[src/rtl/mt64_pkg.sv]
package mt64_pkg;

    localparam int N_WORDS = 312;
    localparam int M_OFF = 156;
    localparam int WORD_W = 64;
    localparam int ADDR_W = 9;

    localparam logic [63:0] SM_GAMMA = 64'h9E3779B97F4A7C15;
    localparam logic [63:0] SM_MUL1 = 64'hBF58476D1CE4E5B9;
    localparam logic [63:0] SM_MUL2 = 64'h94D049BB133111EB;
    localparam logic [63:0] TW_MATRIX = 64'hB5026F5AA96619E9;
    localparam logic [63:0] TW_UPPER = 64'hFFFFFFFF80000000;
    localparam logic [63:0] TW_LOWER = 64'h000000007FFFFFFF;

    // datapath commands
    localparam logic [2:0] CMD_IDLE = 3'd0;
    localparam logic [2:0] CMD_SEED_INIT = 3'd1;
    localparam logic [2:0] CMD_SEED_STEP = 3'd2;
    localparam logic [2:0] CMD_TWIST_RD = 3'd3;
    localparam logic [2:0] CMD_TWIST_WR = 3'd4;
    localparam logic [2:0] CMD_DRAW_RD = 3'd5;
    localparam logic [2:0] CMD_DRAW_OUT = 3'd6;
    localparam logic [2:0] CMD_CLEAR = 3'd7;

    typedef struct packed {
        logic [2:0] op;
        logic [ADDR_W-1:0] idx;
    } mt64_cmd_t;

    typedef struct packed {
        logic seed_done;
        logic mul_done;
    } mt64_stat_t;

    function automatic logic [63:0] twist_one(logic [63:0] cur, logic [63:0] nxt,
                                              logic [63:0] far);
        logic [63:0] y;
        logic [63:0] v;
        y = (cur & TW_UPPER) | (nxt & TW_LOWER);
        v = far ^ (y >> 1);
        if (y[0])
        begin
            v = v ^ TW_MATRIX;
        end
        return v;
    endfunction

    function automatic logic [63:0] temper(logic [63:0] y_in);
        logic [63:0] y;
        y = y_in;
        y = y ^ ((y >> 29) & 64'h5555555555555555);
        y = y ^ ((y << 17) & 64'h71D67FFFEDA60000);
        y = y ^ ((y << 37) & 64'hFFF7EEE000000000);
        y = y ^ (y >> 43);
        return y;
    endfunction

endpackage

[src/rtl/mt64_ctrl.sv]
module mt64_ctrl
    import mt64_pkg::*;
#(
    parameter int N = N_WORDS
) (
    input  logic        clk,
    input  logic        rst_n,
    input  logic        in_valid,
    input  logic        in_func,
    output logic        in_stall,
    input  mt64_stat_t  stat,
    input  logic        out_free,
    output mt64_cmd_t   cmd,
    output logic        load_out
);
    localparam int AW = $clog2(N);
    localparam logic [2:0] S_CLEAR = 3'd0;
    localparam logic [2:0] S_IDLE = 3'd1;
    localparam logic [2:0] S_SEED = 3'd2;
    localparam logic [2:0] S_TRD = 3'd3;
    localparam logic [2:0] S_TWR = 3'd4;
    localparam logic [2:0] S_DRD = 3'd5;
    localparam logic [2:0] S_DOUT = 3'd6;

    logic [2:0]    state_reg;
    logic [2:0]    state_next;
    logic [AW-1:0] idx_reg;
    logic [AW-1:0] idx_next;
    logic [AW:0]   pos_reg;
    logic [AW:0]   pos_next;
    logic          last;

    assign last = (idx_reg == AW'(N - 1));
    assign in_stall = (state_reg != S_IDLE);

    always_comb
    begin
        state_next = state_reg;
        idx_next = idx_reg;
        pos_next = pos_reg;
        cmd.op = CMD_IDLE;
        cmd.idx = idx_reg;
        load_out = 1'b0;
        case (state_reg)
            S_CLEAR:
            begin
                cmd.op = CMD_CLEAR;
                idx_next = last ? '0 : idx_reg + AW'(1);
                if (last)
                begin
                    state_next = S_IDLE;
                end
            end
            S_IDLE:
            begin
                if (in_valid)
                begin
                    idx_next = '0;
                    if (in_func)
                    begin
                        cmd.op = CMD_SEED_INIT;
                        state_next = S_SEED;
                    end
                    else if (pos_reg >= (AW+1)'(N))
                    begin
                        state_next = S_TRD;
                    end
                    else
                    begin
                        state_next = S_DRD;
                    end
                end
            end
            S_SEED:
            begin
                cmd.op = CMD_SEED_STEP;
                if (stat.seed_done)
                begin
                    idx_next = last ? '0 : idx_reg + AW'(1);
                    if (last)
                    begin
                        pos_next = (AW+1)'(N);
                        state_next = S_IDLE;
                    end
                end
            end
            S_TRD:
            begin
                cmd.op = CMD_TWIST_RD;
                state_next = S_TWR;
            end
            S_TWR:
            begin
                cmd.op = CMD_TWIST_WR;
                idx_next = last ? '0 : idx_reg + AW'(1);
                if (last)
                begin
                    pos_next = '0;
                    state_next = S_DRD;
                end
                else
                begin
                    state_next = S_TRD;
                end
            end
            S_DRD:
            begin
                cmd.op = CMD_DRAW_RD;
                cmd.idx = pos_reg[AW-1:0];
                state_next = S_DOUT;
            end
            S_DOUT:
            begin
                cmd.op = CMD_DRAW_OUT;
                cmd.idx = pos_reg[AW-1:0];
                if (out_free)
                begin
                    load_out = 1'b1;
                    pos_next = pos_reg + (AW+1)'(1);
                    state_next = S_IDLE;
                end
            end
            default:
            begin
                state_next = S_IDLE;
            end
        endcase
    end

    always_ff @(posedge clk or negedge rst_n)
    begin
        if (!rst_n)
        begin
            state_reg <= S_CLEAR;
            idx_reg <= '0;
            pos_reg <= (AW+1)'(N);
        end
        else
        begin
            state_reg <= state_next;
            idx_reg <= idx_next;
            pos_reg <= pos_next;
        end
    end
endmodule

[config.mk]
export PLATFORM = sky130hd
export DESIGN_NAME = mt64_ctrl
export DESIGN_NICKNAME = d
export VERILOG_FILES = /design/src/rtl/mt64_pkg.sv /design/src/rtl/mt64_ctrl.sv
export SDC_FILE = /design/constraint.sdc
export NUM_CORES = 1
export LEC_CHECK = 0
export BUFFER_PORTS_ARGS = -buffer_cell sky130_fd_sc_hd__buf_2
export CAP_MARGIN = 10
export CORE_MARGIN = 10
export CORE_UTILIZATION = 30
export CTS_CLUSTER_DIAMETER = 120
export DETAILED_ROUTE_END_ITERATION = 10
export RECOVER_POWER = 25
export SYNTH_ARGS = -nofsm -noshare
export SYNTH_HDL_FRONTEND = slang
export SYNTH_SLANG_ARGS = --single-unit
export TNS_END_PERCENT = 20
[constraint.sdc]
create_clock -name clk -period 2.85 [get_ports clk]
set_clock_uncertainty 0.1 [all_clocks]
set_input_delay 0.855 -clock clk [delete_from_list [all_inputs] [get_ports clk]]
set_output_delay 0.855 -clock clk [all_outputs]
set_load 0.01 [all_outputs]
==> results of run 1 <==
[report_power, final]
| group | switching [W] | internal [W] |
|---|---|---|
| Clock | 0.000113 | 0.000124 |
| Sequential | 0.000100 | 0.000376 |
| Combinational | 0.000210 | 0.000175 |
[logic make-up (layout without fill, tap and decap cells)]
kind of cell             Yosys count  in the layout  synth area share
AO/OA/AOI/OAI                     67             67             0.297
AND/OR/NAND/NOR                   66             66             0.215
flip-flops                        22             22             0.364
buffers and inverters             20             40            0.0550
multiplexers                       6              6            0.0443
adder cells (fa/ha/maj)            3              3            0.0246
[metrics by stage]
| stage | cell area, µm² | worst slack (ps) | total power, W | util |
|---|---|---|---|---|
| detailed placement | 1710 | 386 | 0.000870 | 0.355 |
| floorplan | 1530 | 131 | 0.000724 | - |
| CTS | 1770 | 64.2 | 0.00112 | 0.366 |
| finish | 1770 | 90.4 | 0.00110 | 0.367 |
| global route | 1770 | 7.98 | 0.00119 | 0.367 |
| global placement | 1710 | 382 | 0.000867 | 0.355 |
[placed cells by master, fill, tap and decap left out, types with 3 or more instances in the layout]
cell | synthesis | routed
nor2b_1 | 5 | 4
dfstp_2 | 4 | 4
o21ai_0 | 25 | 25
inv_1 | 10 | 10
nand2_1 | 18 | 18
buf_2 | 0 | 18
clkbuf_8 | 0 | 4
ha_1 | 3 | 3
mux2_2 | 6 | 6
nand3_1 | 8 | 8
dfrtp_1 | 18 | 18
nor2_1 | 17 | 17
a21oi_1 | 10 | 10
o31ai_1 | 4 | 4
nand2b_1 | 5 | 5
buf_4 | 0 | 7
[final cells by class]
| cell class | count | area (µm²) | share of cell area |
|---|---|---|---|
| clock buffer | 4 | 55.1 | 0.0312 |
| tap | 67 | 83.8 | 0.0475 |
| multi-input combinational | 142 | 888 | 0.503 |
| timing repair buffer | 26 | 146 | 0.0829 |
| sequential | 22 | 556 | 0.314 |
| inverter | 10 | 37.5 | 0.0212 |
[repair_timing]
item / in CTS / in global routing
setup endpoints to repair: 0 / 5
hold buffers: 0 / 0
gates resized for setup: 0 / 1
[critical path, delay by kind of cell, from the launching register on]
family,cells,cell delay (ps)
muxes,1,360
and+or+nand+nor,1,200
DFF,1,440
buffers and inverters,2,350
AOI/OAI and AO/OA,1,170
[layer usage]
metal | wire length [µm] | vias up | track usage
li1 | - | 714 | -
met1 | 2060 | 665 | 0.135
met2 | 1610 | 29 | 0.142
met3 | 193 | 5 | 0.0272
met4 | 51 | 0 | 0.0339
met5 | 0 | - | 0
[how the worst max path moves through the flow]
stage	slack (ps)	endpoint
after detailed placement	390	cmd[5]
final	90	cmd[5]
after global placement	380	cmd[5]
after floorplan	130	cmd[6]
after global routing	8	cmd[2]
after CTS	60	cmd[5]
==> flow_summary.toml, run 1 <==
[critical_path]
endpoint_kind = "primary output"
critPathLaunch = "state_reg[0]$_DFFE_PN0P_"
arrival_ps = 1800
startpoint_type = "flop"
crit_type = "flop to primary output"
r2r_end = "pos_reg[6]$_DFFE_PN0P_"
r2r_slack_ps = 460
path_max_fanout = 13
path_cells = "nor2b_2 > o21ai_0 > buf_4 > mux2_2 > buf_2"
critPathRequiredTime_ps = 1900
worst_path_max_delay_cell = "dfrtp_1"
r2r_cells = 6
max_stage_delay_ps = 440
rr_startpoint = "idx_reg[0]$_DFFE_PN0P_"

[floorplanning]
coreArea_um2 = 4820
die_w_um = 91.3
rows = 25
die_h_um = 91.3
start_util = 0.317
ioPinCount = 21
die-area_um2 = 8340

[cts]
cts_setup_buffers = 0
clockBufferDepth = 2
clkSinkCount = 22
insertion_delay_ps = 270
cts_buffers = 3
clk_pin_slew_ps = 80
cts_tree = "yes"
htree_levels = 1
cts_root_buffer = "clkbuf_8"

[synth]
synth_cell_type_count = 46
yosys-top-cells-area = "dfrtp_1, o21ai_0, dfstp_2, nand2_1, mux2_2"
synth-seq-area-share = 0.364
synth_area_um2 = 1530
synth_nets = 194
ys_ff_latch = 22
ys_top_cells_by_count = "o21ai_0, dfrtp_1, nand2_1, nor2_1"
synth.top_cell.area_share = 0.295
yosys_warnings = 0
ys.flop_type = "dfrtp_1"
synth_area_per_cell_um2 = 8.29
synthArstFlopShare = 1.00
synth_edf_count = 0
syn_inst = 184
yosys.area.top_type = "dfrtp_1"
synth.most_common_cell = "o21ai_0"

[global_route]
antenna_found_initial = 0
grt_overflow_total = 0
grt_pass1_wl_um = 6850
grt_usage = 0.0981
grt_pass1_vias = 1333
grt_max_degree = 23

[sta]
hold-worst-slack_ps = 398
fmax_mhz = 362
finalMaxSlewViolations = 0
hold_viol_final = 0
setup_tns_ps = 0
worstMarginPinSlew_ps = 1230
setup_viol = 0
fin_crit_ps = 2760
period_share = 0.968
rsz0062_at_grt = "no"
max_slew_margin = 0.181

[finish]
largest_register_ffs = 10
fillCellCount = 535
n_antenna_cell = 0
areaGrowthSynthToFinish_pct = 15.8
drive_gt1_frac = 0.230
stdcell_count = 271
nets = 215

[placement]
place_inst = 267
gp_congestion = 0.844
port_buffers = 19
hpwlAfterDp_um = 2890

[min_path]
min_from = "pos_reg[9]$_DFFE_PN0P_"
holdPathEnd = "pos_reg[9]$_DFFE_PN0P_"
hold_depth = 1
hold_class = "flop to flop"

[routing]
viasPerCell = 5.21
drt-wirelength-per-cell_um = 14.4
firstDrtPassIters = 4
drt_iter0_markers = 93
wirelength_um = 3910
ant_nets = 0
vias = 1413
route.detailed.drc = 0

[run_status]
status = "complete, no violations"

[power]
p_per_area_nw_per_um2 = 621
peakVddDrop_uv = 401
leakage_nw = 0.782

[run]
cap_violations = 0
No activity file was read; power rests on OpenSTA's default activity.
==> run 2: changes to the inputs <==
ABC_AREA = 1   (was default)
==> run 2 against run 1 <==
Compared with the run above: total power grew 41%; global-route usage barely moved; sequential share of layout area is 3.0 points lower.
==> flow_summary.toml, run 2 <==
[run_status]
status = "complete, no violations"

[placement]
gp_congestion = 0.843
hpwlAfterDp_um = 3330
port_buffers = 19

[sta]
hold-worst-slack_ps = 402
rsz0062_at_grt = "no"
setup_viol = 0
setup_tns_ps = 0
hold_viol_final = 0
finalMaxSlewViolations = 0
fmax_mhz = 383
fin_crit_ps = 2610
worstMarginPinSlew_ps = 1250
period_share = 0.916
max_slew_margin = 0.163

[synth]
synth.top_cell.area_share = 0.261
synth_cell_type_count = 27
ys.flop_type = "dfrtp_1"
yosys.area.top_type = "dfrtp_1"
synth_area_per_cell_um2 = 6.24
ys_ff_latch = 22
synth_edf_count = 0
syn_inst = 276
ys_top_cells_by_count = "nand2_1, inv_1, nor2_1, nand3_1, dfrtp_1"
yosys_warnings = 0
synth-seq-area-share = 0.322
synth_nets = 286
synth_area_um2 = 1720
synth.most_common_cell = "nand2_1"
synthArstFlopShare = 1.00
yosys-top-cells-area = "dfrtp_1, nand2_1, inv_1, nand3_1, nor2_1"

[global_route]
grt_overflow_total = 0
grt_usage = 0.0979
grt_pass1_vias = 1606
antenna_found_initial = 0
grt_pass1_wl_um = 7380
grt_max_degree = 23

[floorplanning]
die-area_um2 = 9170
die_h_um = 95.8
start_util = 0.311
coreArea_um2 = 5540
ioPinCount = 21
die_w_um = 95.8
rows = 27

[finish]
drive_gt1_frac = 0.152
final_cell_mix = "nand2_1, inv_1, nor2_1"
fillCellCount = 632
n_antenna_cell = 0
layout_commonest_cell = "nand2_1"
areaGrowthSynthToFinish_pct = 13.4
nets = 308
largest_register_ffs = 10
utilization = 0.353

[critical_path]
worst_path_max_delay_cell = "dfrtp_1"
r2r_slack_ps = 1090
critPathBufInv = 3
startpoint_type = "flop"
crit_type = "flop to primary output"
crit_family = "flip-flops"
critPathRequiredTime_ps = 1900
max_stage_delay_ps = 490
path_cells = "inv_1 > o21ai_2 > nor2_2 > buf_4 > o21ai_0 > buf_2"
arrival_ps = 1650
r2r_end = "pos_reg[7]$_DFFE_PN0P_"
rr_startpoint = "state_reg[0]$_DFFE_PN0P_"
path_max_fanout = 18
r2r_cells = 7
endpoint_kind = "primary output"

[cts]
cts_buffers = 3
clkSinkCount = 22
htree_levels = 1
insertion_delay_ps = 260
clockBufferDepth = 2
cts_setup_buffers = 0
clk_pin_slew_ps = 90
cts_root_buffer = "clkbuf_8"
hold_buffers = 0
cts_resized = 0
cts_tree = "yes"

[min_path]
min_from = "pos_reg[5]$_DFFE_PN1P_"
hold_class = "flop to flop"
holdPathEnd = "pos_reg[5]$_DFFE_PN1P_"
hold_depth = 2

[routing]
firstDrtPassIters = 4
ant_nets = 0
wirelength_um = 4240
viasPerCell = 4.53
drt-wirelength-per-cell_um = 11.5
drt_iter0_markers = 88
route.detailed.drc = 0
vias = 1670

[power]
leakage_nw = 1.03
finalPower_w = 0.00155
p_per_area_nw_per_um2 = 795
peakVddDrop_uv = 221

[run]
cap_violations = 0
[run 2: cell types whose count changed after synthesis, sizes merged, moves of 6 or more]
| cell | delta |
|---|---|
| o21ai | -9 |
| nand3 | +15 |
| inv | +33 |
| nand2 | +92 |
| mux2 | -6 |
| nor2 | +19 |
| clkbuf | -8 |
[run 2: metrics by stage]
stage,worst slack (ps),instances,area (µm²)
6_report,241,369,1950
5_1_grt,57.5,369,1950
4_1_cts,208,369,1960
3_5_place_dp,443,365,1880
3_3_place_gp,444,365,1880
2_1_floorplan,652,276,1720
[run 2: power by group]
part	internal [W]	switching, W	leakage [nW]
clock	0.000188	0.000111	0.0357
sequential	0.000407	0.000103	0.287
combinational	0.000258	0.000487	0.704
total	0.000853	0.000700	1.03
[run 2: how the worst max path moves through the flow]
stage / startpoint / slack, ps / end / depth (start not counted)
6_report: state_reg[1]$_DFFE_PN0P_ / 240 / cmd[4] / 6
5_1_grt: state_reg[1]$_DFFE_PN0P_ / 60 / cmd[2] / 6
4_1_cts: state_reg[1]$_DFFE_PN0P_ / 210 / cmd[4] / 6
3_5_place_dp: in_valid / 440 / cmd[9] / 6
3_3_place_gp: in_valid / 440 / cmd[9] / 6
2_1_floorplan: state_reg[1]$_DFFE_PN0P_ / 650 / cmd[7] / 6
[run 2: logic make-up (layout without fill, tap and decap cells)]
| family | after synthesis | in the layout | share of synthesized area |
|---|---|---|---|
| AOI/OAI and AO/OA | 27 | 27 | 0.0944 |
| xor gates and xnor gates | 3 | 3 | 0.0153 |
| adders and majority gates | 3 | 3 | 0.0218 |
| buffers and inverters | 47 | 68 | 0.116 |
| DFF | 22 | 22 | 0.322 |
| and+or+nand+nor | 174 | 174 | 0.430 |
[run 2: metal layers]
layer | up-vias | wire (µm) | GRT usage
met1 | 763 | 1970 | 0.120
met3 | 4 | 104 | 0.0171
li1 | 890 | - | -
met5 | - | 0 | 0
met4 | 0 | 37 | 0.0258
met2 | 13 | 2130 | 0.173
[run 2: final cells by class]
cell class / instances / area, µm² / area share
clock buffer: 3 / 41.3 / 0.0211
clock inverter: 1 / 30.0 / 0.0154
inverter: 43 / 161 / 0.0826
multi-input combinational: 207 / 967 / 0.495
sequential: 22 / 556 / 0.284
tap: 72 / 90.1 / 0.0461
timing repair buffer: 21 / 109 / 0.0557
[run 2: tightest hold or removal path: cells and delay by family (launching register included)]
kind	cells	cell delay (ps)
DFF	1	400
and+or+nand+nor	2	110
